### src/hdl/pcsv_pkg.sv
// Shared types, constants and helper functions for the PNG chunk structure validator.
// No dependencies; every other file in hdl/ except pcsv_in_if refers to this package by scoped names.
package pcsv_pkg;

    localparam int LENGTH_BITS_DEF = 32;

    localparam int SIG_BYTES       = 8;
    localparam int HDR_FIELD_BYTES = 4;
    localparam int CRC_BYTES       = 4;

    localparam int STATUS_BITS = 3;
    localparam int IMG_LEN_BITS = 32;

    localparam logic [STATUS_BITS-1:0] ST_OK       = 3'd0;
    localparam logic [STATUS_BITS-1:0] ST_BAD_SIG  = 3'd1;
    localparam logic [STATUS_BITS-1:0] ST_NO_IHDR  = 3'd2;
    localparam logic [STATUS_BITS-1:0] ST_DUP_IHDR = 3'd3;
    localparam logic [STATUS_BITS-1:0] ST_BAD_NAME = 3'd4;
    localparam logic [STATUS_BITS-1:0] ST_TRUNC    = 3'd5;

    localparam logic [31:0] TYPE_IHDR = 32'h4948_4452;
    localparam logic [31:0] TYPE_IEND = 32'h4945_4E44;

    typedef struct packed {
        logic [STATUS_BITS-1:0]  status;
        logic [IMG_LEN_BITS-1:0] image_length;
    } res_t;

    // PNG signature: 89 50 4E 47 0D 0A 1A 0A
    function automatic logic [7:0] sig_byte(input logic [2:0] idx);
        logic [7:0] b;
        case (idx)
            3'd0:    b = 8'h89;
            3'd1:    b = 8'h50;
            3'd2:    b = 8'h4E;
            3'd3:    b = 8'h47;
            3'd4:    b = 8'h0D;
            3'd5:    b = 8'h0A;
            3'd6:    b = 8'h1A;
            3'd7:    b = 8'h0A;
            default: b = 8'h00;
        endcase
        return b;
    endfunction

    function automatic logic is_letter(input logic [7:0] c);
        return (c inside {[8'h41:8'h5A]}) || (c inside {[8'h61:8'h7A]});
    endfunction

endpackage

### src/hdl/pcsv_in_if.sv
// Byte stream channel: valid/ready handshake carrying one stream byte and its last mark.
// No dependencies.
interface pcsv_in_if;
    logic       valid;
    logic       ready;
    logic [7:0] data_byte;
    logic       last_byte;

    modport source (output valid, output data_byte, output last_byte, input ready);
    modport sink   (input valid, input data_byte, input last_byte, output ready);
endinterface

### src/hdl/pcsv_out_if.sv
// Result channel: valid/ready handshake carrying status and image length.
// Depends on pcsv_pkg for field widths.
interface pcsv_out_if;
    logic                               valid;
    logic                               ready;
    logic [pcsv_pkg::STATUS_BITS-1:0]   status;
    logic [pcsv_pkg::IMG_LEN_BITS-1:0]  image_length;

    modport source (output valid, output status, output image_length, input ready);
    modport sink   (input valid, input status, input image_length, output ready);
endinterface

### src/hdl/pcsv_core.sv
// Parser state machine: signature check, chunk header parse, data/CRC skip counting.
// Depends on pcsv_pkg.
module pcsv_core #(
    parameter int LENGTH_BITS = pcsv_pkg::LENGTH_BITS_DEF
) (
    input  logic            clk,
    input  logic            rst_n,
    input  logic            fire,
    input  logic [7:0]      data_byte,
    input  logic            last_byte,
    output logic            res_valid,
    output pcsv_pkg::res_t  res
);

    localparam logic [2:0] SIG_LAST   = 3'(pcsv_pkg::SIG_BYTES - 1);
    localparam logic [2:0] FIELD_LAST = 3'(pcsv_pkg::HDR_FIELD_BYTES - 1);
    localparam int         EXT_BITS   = (LENGTH_BITS > pcsv_pkg::IMG_LEN_BITS) ?
                                        LENGTH_BITS : pcsv_pkg::IMG_LEN_BITS + 1;

    typedef enum logic [2:0] {
        PH_SIG,
        PH_LEN,
        PH_TYPE,
        PH_SKIP,
        PH_DONE
    } phase_t;

    phase_t                 phase_reg,  phase_next;
    logic [2:0]             fbc_reg,    fbc_next;
    logic [31:0]            len_reg,    len_next;
    logic [23:0]            type_reg,   type_next;
    logic [32:0]            skip_reg,   skip_next;
    logic [LENGTH_BITS-1:0] total_reg,  total_next;
    logic                   hdr_reg,    hdr_next;
    logic                   iend_reg,   iend_next;

    logic [31:0]            type_word;
    logic                   hdr_now;
    logic                   hit;
    logic [pcsv_pkg::STATUS_BITS-1:0] hit_status;
    logic [EXT_BITS-1:0]    total_ext;

    assign type_word = {type_reg, data_byte};
    assign total_ext = EXT_BITS'(total_next);

    always_comb
    begin
        phase_next = phase_reg;
        fbc_next   = fbc_reg;
        len_next   = len_reg;
        type_next  = type_reg;
        skip_next  = skip_reg;
        total_next = total_reg;
        hdr_next   = hdr_reg;
        iend_next  = iend_reg;
        hit        = 1'b0;
        hit_status = pcsv_pkg::ST_OK;
        hdr_now    = hdr_reg | (type_word == pcsv_pkg::TYPE_IHDR);

        if (phase_reg != PH_DONE && !(&total_reg))
        begin
            total_next = total_reg + LENGTH_BITS'(1);
        end

        case (phase_reg)
            PH_SIG:
            begin
                if (data_byte != pcsv_pkg::sig_byte(fbc_reg))
                begin
                    phase_next = PH_DONE;
                    hit        = 1'b1;
                    hit_status = pcsv_pkg::ST_BAD_SIG;
                end
                else if (fbc_reg == SIG_LAST)
                begin
                    fbc_next   = 3'd0;
                    len_next   = '0;
                    phase_next = PH_LEN;
                end
                else
                begin
                    fbc_next = fbc_reg + 3'd1;
                end
            end
            PH_LEN:
            begin
                len_next = {len_reg[23:0], data_byte};
                if (fbc_reg == FIELD_LAST)
                begin
                    fbc_next   = 3'd0;
                    type_next  = '0;
                    phase_next = PH_TYPE;
                end
                else
                begin
                    fbc_next = fbc_reg + 3'd1;
                end
            end
            PH_TYPE:
            begin
                type_next = type_word[23:0];
                if (fbc_reg != FIELD_LAST)
                begin
                    fbc_next = fbc_reg + 3'd1;
                end
                else
                begin
                    fbc_next = 3'd0;
                    hit      = 1'b1;
                    // checks in priority order: duplicate IHDR, missing IHDR, bad name
                    if (type_word == pcsv_pkg::TYPE_IHDR && hdr_reg)
                    begin
                        hit_status = pcsv_pkg::ST_DUP_IHDR;
                    end
                    else if (!hdr_now)
                    begin
                        hit_status = pcsv_pkg::ST_NO_IHDR;
                    end
                    else if (!(pcsv_pkg::is_letter(type_word[31:24]) &&
                               pcsv_pkg::is_letter(type_word[23:16]) &&
                               pcsv_pkg::is_letter(type_word[15:8])  &&
                               pcsv_pkg::is_letter(type_word[7:0])))
                    begin
                        hit_status = pcsv_pkg::ST_BAD_NAME;
                    end
                    else
                    begin
                        hit = 1'b0;
                    end

                    if (hit)
                    begin
                        phase_next = PH_DONE;
                    end
                    else
                    begin
                        hdr_next   = 1'b1;
                        iend_next  = iend_reg | (type_word == pcsv_pkg::TYPE_IEND);
                        skip_next  = {1'b0, len_reg} + 33'(pcsv_pkg::CRC_BYTES);
                        phase_next = PH_SKIP;
                    end
                end
            end
            PH_SKIP:
            begin
                // counter is loaded with at least the CRC size, so never zero here
                skip_next = skip_reg - 33'd1;
                if (skip_reg == 33'd1)
                begin
                    if (iend_reg)
                    begin
                        phase_next = PH_DONE;
                        hit        = 1'b1;
                        hit_status = pcsv_pkg::ST_OK;
                    end
                    else
                    begin
                        len_next   = '0;
                        phase_next = PH_LEN;
                    end
                end
            end
            PH_DONE:
            begin
                phase_next = PH_DONE;
            end
            default:
            begin
                phase_next = PH_DONE;
            end
        endcase

        res_valid        = fire && (hit || (last_byte && phase_reg != PH_DONE));
        res.status       = hit ? hit_status : pcsv_pkg::ST_TRUNC;
        res.image_length = '0;
        if (hit && hit_status == pcsv_pkg::ST_OK)
        begin
            res.image_length = (|total_ext[EXT_BITS-1:pcsv_pkg::IMG_LEN_BITS]) ? '1 :
                               total_ext[pcsv_pkg::IMG_LEN_BITS-1:0];
        end
    end

    always_ff @(posedge clk or negedge rst_n)
    begin
        if (!rst_n)
        begin
            phase_reg <= PH_SIG;
            fbc_reg   <= '0;
            len_reg   <= '0;
            type_reg  <= '0;
            skip_reg  <= '0;
            total_reg <= '0;
            hdr_reg   <= 1'b0;
            iend_reg  <= 1'b0;
        end
        else if (fire)
        begin
            if (last_byte)
            begin
                // end of buffer rearms the parser
                phase_reg <= PH_SIG;
                fbc_reg   <= '0;
                len_reg   <= '0;
                type_reg  <= '0;
                skip_reg  <= '0;
                total_reg <= '0;
                hdr_reg   <= 1'b0;
                iend_reg  <= 1'b0;
            end
            else
            begin
                phase_reg <= phase_next;
                fbc_reg   <= fbc_next;
                len_reg   <= len_next;
                type_reg  <= type_next;
                skip_reg  <= skip_next;
                total_reg <= total_next;
                hdr_reg   <= hdr_next;
                iend_reg  <= iend_next;
            end
        end
    end

endmodule

### src/hdl/pcsv_out_reg.sv
// Result register driving the output channel; reports space for the next result.
// Depends on pcsv_pkg and pcsv_out_if.
module pcsv_out_reg (
    input  logic            clk,
    input  logic            rst_n,
    input  logic            load,
    input  pcsv_pkg::res_t  res,
    output logic            space,
    pcsv_out_if.source      verdict
);

    logic           valid_reg;
    pcsv_pkg::res_t res_reg;

    assign space                = !valid_reg || verdict.ready;
    assign verdict.valid        = valid_reg;
    assign verdict.status       = res_reg.status;
    assign verdict.image_length = res_reg.image_length;

    always_ff @(posedge clk or negedge rst_n)
    begin
        if (!rst_n)
        begin
            valid_reg <= 1'b0;
        end
        else if (load)
        begin
            valid_reg <= 1'b1;
        end
        else if (verdict.ready)
        begin
            valid_reg <= 1'b0;
        end
    end

    always_ff @(posedge clk)
    begin
        if (load)
        begin
            res_reg <= res;
        end
    end

endmodule

### src/hdl/png_chunk_structure_validator.sv
// Top level of the PNG chunk structure validator: input register, parser core, result register.
// Depends on pcsv_pkg, pcsv_in_if, pcsv_out_if, pcsv_core and pcsv_out_reg.
//
//   Channel   Dir  Payload                         Transfer
//   stream    in   data_byte[7:0], last_byte       valid & ready
//   verdict   out  status[2:0], image_length[31:0] valid & ready
//
// Throughput is one byte per cycle while the result register has space: each byte goes
// input register -> parser step logic -> result register, and a byte that ends an image
// loads its result as it leaves the input register. The critical path is the 33-bit skip counter / length compare.
// Reset (rst_n, async low) empties both registers and puts the parser in signature phase.
// A stalled verdict channel holds the parser only once a byte waits in the input
// register and the result register is still full; the stream side then drops ready.
module png_chunk_structure_validator #(
    parameter int LENGTH_BITS = pcsv_pkg::LENGTH_BITS_DEF
) (
    input  logic        clk,
    input  logic        rst_n,
    pcsv_in_if.sink     stream,
    pcsv_out_if.source  verdict
);

    logic           in_valid_reg;
    logic [7:0]     in_data_reg;
    logic           in_last_reg;

    logic           space;
    logic           proc_fire;
    logic           res_valid;
    pcsv_pkg::res_t res;

    // a byte leaves the input register once the result register can take its result
    assign proc_fire    = in_valid_reg && space;
    assign stream.ready = !in_valid_reg || proc_fire;

    always_ff @(posedge clk or negedge rst_n)
    begin
        if (!rst_n)
        begin
            in_valid_reg <= 1'b0;
        end
        else if (stream.ready)
        begin
            in_valid_reg <= stream.valid;
        end
    end

    always_ff @(posedge clk)
    begin
        if (stream.valid && stream.ready)
        begin
            in_data_reg <= stream.data_byte;
            in_last_reg <= stream.last_byte;
        end
    end

    pcsv_core #(
        .LENGTH_BITS (LENGTH_BITS)
    ) u_core (
        .clk       (clk),
        .rst_n     (rst_n),
        .fire      (proc_fire),
        .data_byte (in_data_reg),
        .last_byte (in_last_reg),
        .res_valid (res_valid),
        .res       (res)
    );

    pcsv_out_reg u_out (
        .clk     (clk),
        .rst_n   (rst_n),
        .load    (res_valid),
        .res     (res),
        .space   (space),
        .verdict (verdict)
    );

endmodule
### src/flat_wrapper.sv
// flat-port wrapper written by rule: the top's interface ports become plain ports
module png_chunk_structure_validator_flat 
#(
    parameter int LENGTH_BITS = pcsv_pkg::LENGTH_BITS_DEF
)
  (clk, rst_n, stream_valid, stream_data_byte, stream_last_byte, stream_ready, verdict_valid, verdict_status, verdict_image_length, verdict_ready);
  pcsv_in_if stream_i ();
  pcsv_out_if verdict_i ();
  input  logic clk;
  input  logic rst_n;
  input wire logic [$bits(stream_i.valid)-1:0] stream_valid;
  input wire logic [$bits(stream_i.data_byte)-1:0] stream_data_byte;
  input wire logic [$bits(stream_i.last_byte)-1:0] stream_last_byte;
  output wire logic [$bits(stream_i.ready)-1:0] stream_ready;
  output wire logic [$bits(verdict_i.valid)-1:0] verdict_valid;
  output wire logic [$bits(verdict_i.status)-1:0] verdict_status;
  output wire logic [$bits(verdict_i.image_length)-1:0] verdict_image_length;
  input wire logic [$bits(verdict_i.ready)-1:0] verdict_ready;
  assign stream_i.valid = stream_valid;
  assign stream_i.data_byte = stream_data_byte;
  assign stream_i.last_byte = stream_last_byte;
  assign stream_ready = stream_i.ready;
  assign verdict_valid = verdict_i.valid;
  assign verdict_status = verdict_i.status;
  assign verdict_image_length = verdict_i.image_length;
  assign verdict_i.ready = verdict_ready;
  png_chunk_structure_validator #(.LENGTH_BITS(LENGTH_BITS)) u_core (.clk(clk), .rst_n(rst_n), .stream(stream_i), .verdict(verdict_i));
endmodule
### config.mk
export PLATFORM = sky130hd
export DESIGN_NAME = png_chunk_structure_validator_flat
export DESIGN_NICKNAME = d
export VERILOG_FILES = /design/src/hdl/pcsv_pkg.sv /design/src/hdl/pcsv_in_if.sv /design/src/hdl/pcsv_out_if.sv /design/src/hdl/pcsv_core.sv /design/src/hdl/pcsv_out_reg.sv /design/src/hdl/png_chunk_structure_validator.sv /design/src/flat_wrapper.sv
export SDC_FILE = /design/constraint.sdc
export NUM_CORES = 1
export LEC_CHECK = 0
export BUFFER_PORTS_ARGS = -buffer_cell sky130_fd_sc_hd__buf_2
export CORE_MARGIN = 4
export CORE_UTILIZATION = 30
export CTS_CLUSTER_SIZE = 30
export DETAILED_ROUTE_END_ITERATION = 8
export PLACE_DENSITY_LB_ADDON = 0.15
export SLEW_MARGIN = 5
export SYNTH_ARGS = -nofsm -noshare
export SYNTH_HDL_FRONTEND = slang
export SYNTH_SLANG_ARGS = --single-unit
### constraint.sdc
create_clock -name clk -period 5.77 [get_ports clk]
set_input_delay 0.2885 -clock clk [delete_from_list [all_inputs] [get_ports clk]]
set_output_delay 0.2885 -clock clk [all_outputs]
set_load 0.1 [all_outputs]
==> metrics.txt, run 1 <==
status finished, final reports clean; most common cell after layout, fill and taps aside nand2_1; Synth area leaders dfrtp_1, edfxtp_1, nand2_1, mux2i_1, xnor2_1; RSZ-0062 raised after global routing no; routed len/inst roughly 18 um; relative slew slack 0.360; vias in the first global route 8,841; Area Growth Syn to Fin 12.6%; P_leak between 4 and 5 nW; Die W 197 um; DRT Wirelength 30,700 um; Via density about 5.4; pin count of the biggest net entering global routing 76; crit path launch type flop; slowest cell on the critical path o211ai_4; Hold WS roughly 0.052 ns; Synth Register Bits ~180; Post-Synth XOR/XNOR Area 0.0368; IO buf count 49; nets@finish ~1,200; Final period util 0.744; GPL Wtd Cong a little over 0.8; critical path class flop to flop; Reg clk slew, reported paths 0.07 ns; syn avg cell area 9.06 um^2; MaxCap Viol Count 0; TritonCTS Buffers 17; Fmax approximately 230 MHz; worst min path class primary input to flop; Clock Tree Root clkbuf_16; clk_skew around 0.012 ns; CTS Buffer Depth 2; Cells after Synth 1,182; Final Max Slew Viols 0; total track usage 0.159; Syn. warnings 0; Worst VDD drop approximately 0.21 mV; fin crit period about 4.3 ns; required time of the critical path 5.95 ns; CTS tree built; critical path's largest stage delay between 0.7 and 0.8 ns; drt drc 0; post-cts resize count 0; Synth Area in Compound Gates 0.175; ys async rst share 0.749; via count 8,948; worst slew pin tran between 0.9 and 1 ns; clk sinks 175; Mapped Area 10,700 um^2; setup tns final 0 ns; Primary FF master, synth dfrtp_1; Core ar. 34,900 um^2; fraction of layout instances using a drive strength above 1 0.128; Cell Pwr Density between 200 and 300 nW/um^2; area leader, netlist dfrtp_1; number of flip-flops in the largest register 33; Yosys top cell area share 0.306; CP Capture Type flop; first-pass GRT wire length 49,800 um; worst skew pair latency 0.45 ns; post-synthesis adder-cell area fraction 0.0152; post-synthesis mux area share 0.0431; First-pass DRT Iterations 5; final hold vios 0; CP arrival ~4.5 ns; number of synthesized flops with an enable pin 44; die area 38,800 um^2; grt ovf 0; HPWL after DPL 20,700 um; initial DRC count 667; Initial Utilization 0.307; Setup Buffers After CTS 0; worst-path maximum fanout 19; largest family of logic cells by synthesized area simple AND/OR/NAND/NOR gates; synth unique cells between 80 and 90; Final setup viols 0; initial antenna violation count 0; Die Ht about 200 um; sequential share of the synthesized area 0.430; Critical Path, Cell by Cell or3_1, or4_1, nor4_1, nand4_1, ha_1, nor2_1, a31oi_1, o211ai_4, buf_4, nor3_2; most frequent cells in the layout nand2_1, dfrtp_1, inv_1; Ports 50; H-tree Lvls 4; row count 68; Routed Antenna Nets 0; syn_nets around 1,200; hold-fix buffers at CTS 10; Simple-Gate Fraction of Synth Area 0.242; Diodes inserted 0
==> power breakdown <==
group / leakage [nW] / internal, mW / switching [mW] / total (mW)
clock: 0.296 / 0.710 / 0.519 / 1.23
sequential: 2.23 / 1.37 / 0.105 / 1.48
combinational: 1.88 / 0.184 / 0.563 / 0.746
==> final cells by class <==
class | instances | area [um^2]
fill | 3646 | 22800
clock buffer | 23 | 510
clock inverter | 8 | 100
tap | 455 | 569
inverter | 72 | 270
timing repair buffer | 75 | 472
sequential | 175 | 4600
multi-input combinational | 858 | 5530
==> cell families (layout without fill, tap and decap cells) <==
kind of cell	count (synthesis)	in the layout
and+or+nand+nor	491	491
AOI/OAI and AO/OA	263	263
DFF	175	175
buffers and inverters	149	178
muxes	46	46
xor gates and xnor gates	45	45
adders and majority gates	13	13
==> layer usage <==
layer / up-vias / share of wire / track usage
li1: 4362 / - / -
met1: 4411 / 0.50 / 0.227
met2: 156 / 0.46 / 0.251
met3: 19 / 0.032 / 0.0284
met4: 0 / 0.011 / 0.0416
met5: - / 0 / 0
==> path summary, 6_finish.rpt <==
check | from | end | slack (ns) | depth (start not counted)
min reg2reg | u_core.u_core.type_reg[23] | u_core.u_core.type_reg[23] | 0.48 | 2
max reg2reg | u_core.u_core.type_reg[18] | u_core.u_out.verdict.image_length[19] | 1.48 | 10
min | stream_valid | u_core.in_valid_reg | 0.05 | 2
max in group asynchronous | rst_n | u_core.u_core.skip_reg[13] | 3.98 | 3
min in group asynchronous | rst_n | u_core.u_core.total_reg[20] | 0.46 | 2
max | u_core.u_core.type_reg[18] | u_core.u_out.verdict.image_length[19] | 1.48 | 10
==> cell usage after synthesis (11+ instances only) <==
master,count
and3_1,13
nand2_1,161
mux2i_1,45
nand3_1,40
or4_1,19
nor3_2,19
nand4_1,31
or3_1,15
dfrtp_1,131
ha_1,13
a22oi_1,11
o22ai_1,23
xnor2_1,40
nor3_1,42
nor2_1,68
a21oi_1,47
o31ai_1,18
clkbuf_1,60
inv_1,71
edfxtp_1,44
a22o_1,16
o21ai_0,58
nor4_1,26
==> critical path: cells and delay by family (launching register included) <==
kind	cells	cell delay, ns
compound gates	2	0.96
fa+ha+maj	1	0.23
buf+inv	1	0.39
flops	1	0.39
simple gates	6	2.04
==> stage by stage <==
stage                      util  cell area (um^2)  power [mW]  setup slack, ns  cells
after floorplan               -             10700        2.07             1.13   1182
after global placement    0.325             11300        2.25             1.57   1625
after detailed placement  0.325             11300        2.25             1.46   1625
after CTS                 0.345             12100        3.50             1.45   1666
after global routing      0.345             12100        3.61             1.16   1666
final                     0.345             12100        3.45             1.48   1666
Power figures use the tool's default switching activity.
==> run 2, diff against run 1 <==
==> constraint.sdc (replaced) <==
create_clock -name clk -period 3.66 [get_ports clk]
set_input_delay 0.183 -clock clk [delete_from_list [all_inputs] [get_ports clk]]
set_output_delay 0.183 -clock clk [all_outputs]
set_load 0.1 [all_outputs]
==> run 2 against run 1 <==
Compared with the run above: worst setup slack worse by 1.2 ns; final cell count increased by 1.6%; power rose by 57%; count of clock-buffer cells in the layout up 1; sequential share of layout area down 0.79 points; global-route usage increased by 0.12 points; non-clock buffer count is 25 higher; first-iteration DRC count is 4.2% higher; clock skew up 0.00058 ns; fmax increased by 28%; via count up 0.91%; largest cell class unchanged.
==> metrics.txt, run 2 (synthesized netlist as in run 1, its figures left out) <==
status finished, final reports clean (unchanged); worst slew pin tran 0.877 ns (was 0.958 ns); Routed Antenna Nets 0 (unchanged); crit path launch type flop (unchanged); Core ar. 34,900 um^2 (unchanged); Reg clk slew, reported paths 0.07 ns (about the same); CTS tree built (unchanged); relative slew slack 0.415 (was 0.360); Final Max Slew Viols 0 (unchanged); fraction of layout instances using a drive strength above 1 0.146 (was 0.128); most frequent cells in the layout nand2_1, dfrtp_1, inv_1 (unchanged); pre-CTS setup slack 0.185 ns (was 1.46 ns); placed cell count 1,649 (was 1,625); setup tns final 0 ns (unchanged); via count 9,029 (was 8,948); Final setup viols 0 (unchanged); H-tree Lvls 4 (unchanged); Util after Layout 0.353 (was 0.345); initial antenna violation count 1 (was 0); RSZ-0062 raised after global routing no (unchanged); total track usage 0.160 (was 0.159); Setup Buffers After CTS 0 (unchanged); Fmax 298 MHz (was 233 MHz); share of power burned in registers 0.429 (was 0.428); MaxCap Viol Count 0 (unchanged); fin crit period 3.35 ns (was 4.29 ns); fin cells 1,693 (was 1,666); Sw Share 0.346 (was 0.344); Clock Tree Root clkbuf_16 (unchanged); Ports 50 (unchanged); DRT Wirelength 30,900 um (was 30,700 um); Psw 1.88 mW (was 1.19 mW); worst min path class primary input to flop (unchanged); Cell Pwr Density 441 nW/um^2 (was 287 nW/um^2); row count 68 (unchanged); most common cell after layout, fill and taps aside nand2_1 (unchanged); final hold vios 0 (unchanged); worst skew pair latency 0.45 ns (about the same); clk_skew 0.0129 ns (was 0.0123 ns); number of flip-flops in the largest register 33 (unchanged); P_int 3.55 mW (was 2.27 mW); Initial Utilization 0.307 (unchanged); Worst VDD drop 0.322 mV (was 0.207 mV); GPL Wtd Cong 0.849 (was 0.818); IO buf count 49 (unchanged); nets@finish 1,250 (was 1,225); Combinational Power Share 0.223 (was 0.216); routed len/inst 18.2 um (was 18.5 um); P_leak 4.55 nW (was 4.41 nW); Area Growth Syn to Fin 14.9% (was 12.6%); First-pass DRT Iterations 5 (unchanged); TritonCTS Buffers 17 (unchanged); Hold WS 0.116 ns (was 0.0515 ns); CP Capture Type flop (unchanged); initial DRC count 695 (was 667); clk sinks 175 (unchanged); worst-path maximum fanout 17 (was 19); flop2flop setup slack 0.31 ns (was 1.48 ns); CTS Buffer Depth 2 (unchanged); drt drc 0 (unchanged); Clk network pwr share 0.348 (was 0.356); vias in the first global route 8,752 (was 8,841); grt ovf 0 (unchanged); first-pass GRT wire length 50,000 um (was 49,800 um); required time of the critical path 3.80 ns (was 5.95 ns); CP arrival 3.49 ns (was 4.47 ns); Via density 5.33 (was 5.37); Die W 197 um (unchanged); HPWL after DPL 21,600 um (was 20,700 um); pin count of the biggest net entering global routing 77 (was 76); Final period util 0.916 (was 0.744); critical path class flop to flop (unchanged); Die Ht 197 um (unchanged); die area 38,800 um^2 (unchanged); final worst setup slack 0.309 ns (was 1.48 ns)
## run 2: stage by stage
| stage | total power [mW] | area (um^2) |
|---|---|---|
| 2_1_floorplan | 3.27 | 10700 |
| 3_3_place_gp | 3.57 | 11600 |
| 3_5_place_dp | 3.58 | 11600 |
| 4_1_cts | 5.52 | 12300 |
| 5_1_grt | 5.69 | 12300 |
| 6_report | 5.43 | 12300 |
## run 2: final timing paths
path,end,depth (start not counted),start
min in group asynchronous,u_core.u_core.total_reg[22],2,rst_n
worst min-delay path,u_core.u_out.verdict.valid,4,verdict_ready
max in group asynchronous,u_core.u_core.fbc_reg[1],3,rst_n
worst max-delay path,u_core.u_out.verdict.image_length[19],12,u_core.u_core.type_reg[18]
worst min register to register,u_core.u_core.type_reg[23],2,u_core.u_core.type_reg[23]
worst max register to register,u_core.u_out.verdict.image_length[19],12,u_core.u_core.type_reg[18]
## run 2: cell type report
type,instances,area [um^2]
clock buffer,24,524
antenna,1,2.50
clock inverter,8,76.3
timing repair buffer,100,728
inverter,72,270
fill,3647,22600
multi-input combinational,858,5540
tap,455,569
sequential,175,4600
## run 2: routing by layer
layer	share of wire	wire length (um)	up-vias	global-route usage
met5	0	0	-	0
met4	0.0094	289	0	0.0336
met3	0.042	1310	15	0.0318
met2	0.46	14100	195	0.251
met1	0.49	15200	4407	0.232
li1	-	-	4412	-
## run 2: critical path: stages (launching register included)
cell and delay [ns]:
dfrtp_1 0.39, or3_1 0.38, or4_1 0.51, nor4_2 0.32
nand4_1 0.19, inv_1 0.09, ha_1 0.17, nor2_1 0.06
buf_4 0.16, nand3_1 0.12, nand3_1 0.16, a31oi_4 0.26
buf_6 0.23
## run 2: power by group through the flow
| stage | combinational [mW] | clock (mW) | sequential (mW) |
|---|---|---|---|
| CTS | 1.22 | 1.97 | 2.33 |
| global placement | 1.21 | 0 | 2.36 |
| detailed placement | 1.21 | 0 | 2.37 |
| floorplan | 0.568 | 0 | 2.70 |
| global route | 1.30 | 2.04 | 2.35 |
| finish | 1.21 | 1.89 | 2.33 |
## run 2: repair_timing
action / 4_1_cts / 5_1_grt
resized for setup: 0 / 2
endpoints found under the setup margin: 0 / 17
hold buffers: 11 / 0
endpoints found under the hold margin: 85 / 0
==> run 3, diff against run 2 <==
--- a/config.mk
+++ b/config.mk
@@ -5,7 +5,9 @@
 export SDC_FILE = /design/constraint.sdc
 export NUM_CORES = 1
 export LEC_CHECK = 0
+export ABC_AREA = 1
 export BUFFER_PORTS_ARGS = -buffer_cell sky130_fd_sc_hd__buf_2
+export CAP_MARGIN = 20
 export CORE_MARGIN = 4
 export CORE_UTILIZATION = 30
 export CTS_CLUSTER_SIZE = 30
==> run 3 against run 2 <==
Compared with the run above: worst setup slack improved by 0.052 ns; non-clock buffer count fell by 22; register-to-register slack improved by 0.05 ns; sequential power up 18%; count of clock-buffer cells in the layout down 6; synthesized cell count up 42%; clock power grew 4%; largest power group is now combinational logic.
==> metrics.txt, run 3 <==
worst-path maximum fanout 15 (was 17); syn avg cell area 6.95 um^2 (was 9.06 um^2); Diodes inserted 0 (was 1); syn_nets 1,707 (was 1,208); fraction of layout instances using a drive strength above 1 0.104 (was 0.146); final hold vios 0 (unchanged); Hold WS 0.0668 ns (was 0.116 ns); drt drc 0 (unchanged); CP Capture Type flop (unchanged); number of synthesized flops with an enable pin 44 (unchanged); relative slew slack 0.384 (was 0.415); Post-Synth XOR/XNOR Area 0.0322 (was 0.0368); Area Growth Syn to Fin 12.5% (was 14.9%); Buf/Inv on CP 2 (was 3); Initial Utilization 0.303 (was 0.307); H-tree Lvls 4 (unchanged); number of flip-flops in the largest register 33 (unchanged); crit path launch type flop (unchanged); worst skew pair latency 0.46 ns (was 0.45 ns); Final setup viols 0 (unchanged); Critical Path, Cell by Cell nor4_1, nand4_1, nor4_1, inv_1, ha_1, nor2_1, nand4_1, nand2_1, nand2_4, nand2_4, buf_12, nor2_1 (was or3_1, or4_1, nor4_2, nand4_1, inv_1, ha_1, nor2_1, buf_4, nand3_1, nand3_1, a31oi_4, buf_6); met3 GRT Util 0.0284 (was 0.0318); setup tns final 0 ns (unchanged); Ports 50 (unchanged); MaxCap Viol Count 0 (unchanged); clk_skew 0.0133 ns (was 0.0129 ns); clk sinks 175 (unchanged); routed len/inst 15.7 um (was 18.2 um); pre-CTS setup slack 0.460 ns (was 0.185 ns); vias in the first global route 10,500 (was 8,752); post-synthesis mux area share 0 (was 0.0431); via count 10,800 (was 9,029); Die W 205 um (was 197 um); Via density 4.81 (was 5.33); Clock Tree Root clkbuf_16 (unchanged); HPWL after DPL 25,500 um (was 21,600 um); Syn. warnings 0 (unchanged); RSZ-0062 raised after global routing no (unchanged); Cell Pwr Density 668 nW/um^2 (was 441 nW/um^2); Routed Antenna Nets 0 (unchanged); largest family of logic cells by synthesized area simple AND/OR/NAND/NOR gates (unchanged); Fmax 303 MHz (was 298 MHz); Synth area leaders dfrtp_1, nand2_1, edfxtp_1, nand3_1, nor2_1 (was dfrtp_1, edfxtp_1, nand2_1, mux2i_1, xnor2_1); worst min path class primary input to flop (unchanged); most common cell in the synthesized netlist nand2_1 (unchanged); slowest cell on the critical path nor4_1 (was or4_1); grt ovf 0 (unchanged); First-pass DRT Iterations 5 (unchanged); pin count of the biggest net entering global routing 90 (was 77); critical path class flop to flop (unchanged); final worst setup slack 0.360 ns (was 0.309 ns); area leader, netlist dfrtp_1 (unchanged); Reg clk slew, reported paths 0.08 ns (was 0.07 ns); met1 Use GR 0.246 (was 0.232); Synth top cells by count nand2_1, nor2_1, nand3_1 (was nand2_1, dfrtp_1, inv_1); DRT Wirelength 35,300 um (was 30,900 um); fin cells 2,252 (was 1,693); Setup Buffers After CTS 0 (unchanged); Mapped Area 11,700 um^2 (was 10,700 um^2); fin crit period 3.30 ns (was 3.35 ns); TritonCTS Buffers 17 (unchanged); Pwr Total 8.78 mW (was 5.43 mW); Die Ht 205 um (was 197 um); initial antenna violation count 0 (was 1); IO buf count 49 (unchanged); die area 42,200 um^2 (was 38,800 um^2); most frequent cells in the layout nand2_1, nor2_1, nand3_1 (was nand2_1, dfrtp_1, inv_1); Yosys top cell area share 0.281 (was 0.306); ys async rst share 0.749 (unchanged); dpl cell area 12,400 um^2 (was 11,600 um^2); layer with the highest usage met2 (unchanged); Final period util 0.902 (was 0.916); CP delay by family, top simple AND/OR/NAND/NOR gates (unchanged); Synth Area in Compound Gates 0.0576 (was 0.175); Final Max Slew Viols 0 (unchanged); fin area 13,100 um^2 (was 12,300 um^2); Core ar. 38,600 um^2 (was 34,900 um^2); synth unique cells 41 (was 84); required time of the critical path 3.87 ns (was 3.80 ns); CP arrival 3.51 ns (was 3.49 ns); Util after Layout 0.341 (was 0.353); Primary FF master, synth dfrtp_1 (unchanged); Synth Register Bits 175 (unchanged); total track usage 0.173 (was 0.160); Cells after Synth 1,681 (was 1,182); Worst VDD drop 0.369 mV (was 0.322 mV); CTS Buffer Depth 2 (unchanged); CTS tree built (unchanged); Simple-Gate Fraction of Synth Area 0.422 (was 0.242); post-synthesis adder-cell area fraction 0.0139 (was 0.0152); status finished, final reports clean (unchanged); sequential share of the synthesized area 0.394 (was 0.430); most common cell after layout, fill and taps aside nand2_1 (unchanged); grt met2 use 0.277 (was 0.251); nets@finish 1,747 (was 1,250); worst slew pin tran 0.922 ns (was 0.877 ns); Fillers 4,214 (was 3,647); initial DRC count 759 (was 695); row count 72 (was 68); first-pass GRT wire length 58,200 um (was 50,000 um); P_leak 6.10 nW (was 4.55 nW); placed cell count 2,209 (was 1,649); critical path's largest stage delay 0.52 ns (was 0.51 ns); GPL Wtd Cong 0.890 (was 0.849)
[run 3: cell count changes in the layout (fill, tap and decap cells not counted), sizes merged, moves of 34 or more]
cell and delta:
nand3 +133, inv +97, nand2 +392, nor2 +198
mux2i -45, xor2 +34, xnor2 -36
[run 3: what timing repair did]
action,4_1_cts,5_1_grt
resized for setup,0,0
endpoints found under the hold margin,97,0
hold buffers,11,0
[run 3: final timing paths]
check                                       start                                   end  slack (ns)  depth (start not counted)
setup / recovery            u_core.in_data_reg[0]  u_core.u_out.verdict.image_length[0]        0.36                         12
hold / removal                       stream_valid                   u_core.in_valid_reg        0.07                          3
setup reg to reg            u_core.in_data_reg[0]  u_core.u_out.verdict.image_length[0]        0.36                         12
hold reg to reg            u_core.u_core.iend_reg                u_core.u_core.iend_reg        0.48                          2
max in group asynchronous                   rst_n            u_core.u_core.skip_reg[16]        2.39                          3
min in group asynchronous                   rst_n           u_core.u_core.total_reg[14]        0.38                          2
[run 3: cell type report]
type                       count  area [um^2]  area share
multi-input combinational   1286         6160       0.468
sequential                   175         4600       0.350
tap                          518          648      0.0493
inverter                     163          612      0.0466
timing repair buffer          78          522      0.0397
clock buffer                  18          429      0.0327
clock inverter                14          175      0.0133
[run 3: where the power goes]
part | internal (mW) | switching [mW] | leakage [nW]
Sequential | 2.45 | 0.301 | 2.22
Combinational | 0.928 | 3.13 | 3.58
Clock | 1.09 | 0.883 | 0.293
Total | 4.47 | 4.31 | 6.10
[run 3: cells by family (layout without fill, tap and decap cells)]
family          count (synthesis)  in the layout
simple gates                 1103           1103
xor+xnor                       43             43
compound gates                127            127
fa+ha+maj                      13             13
buf+inv                       220            273
flops                         175            175
[run 3: routing by layer]
layer | up-vias | part of all wire | wire length, um
met1 | 5111 | 0.49 | 17300
met4 | 0 | 0.011 | 396
met3 | 25 | 0.037 | 1300
met5 | - | 0 | 0
met2 | 204 | 0.46 | 16300
li1 | 5496 | - | -
[run 3: worst reg2reg max path: stages, from the launching register on]
cell	delay, ns
edfxtp_1	0.48
nor4_1	0.41
nand4_1	0.14
nor4_1	0.52
inv_1	0.10
ha_1	0.20
nor2_1	0.16
nand4_1	0.18
nand2_1	0.19
nand2_4	0.08
nand2_4	0.26
buf_12	0.26
nor2_1	0.08
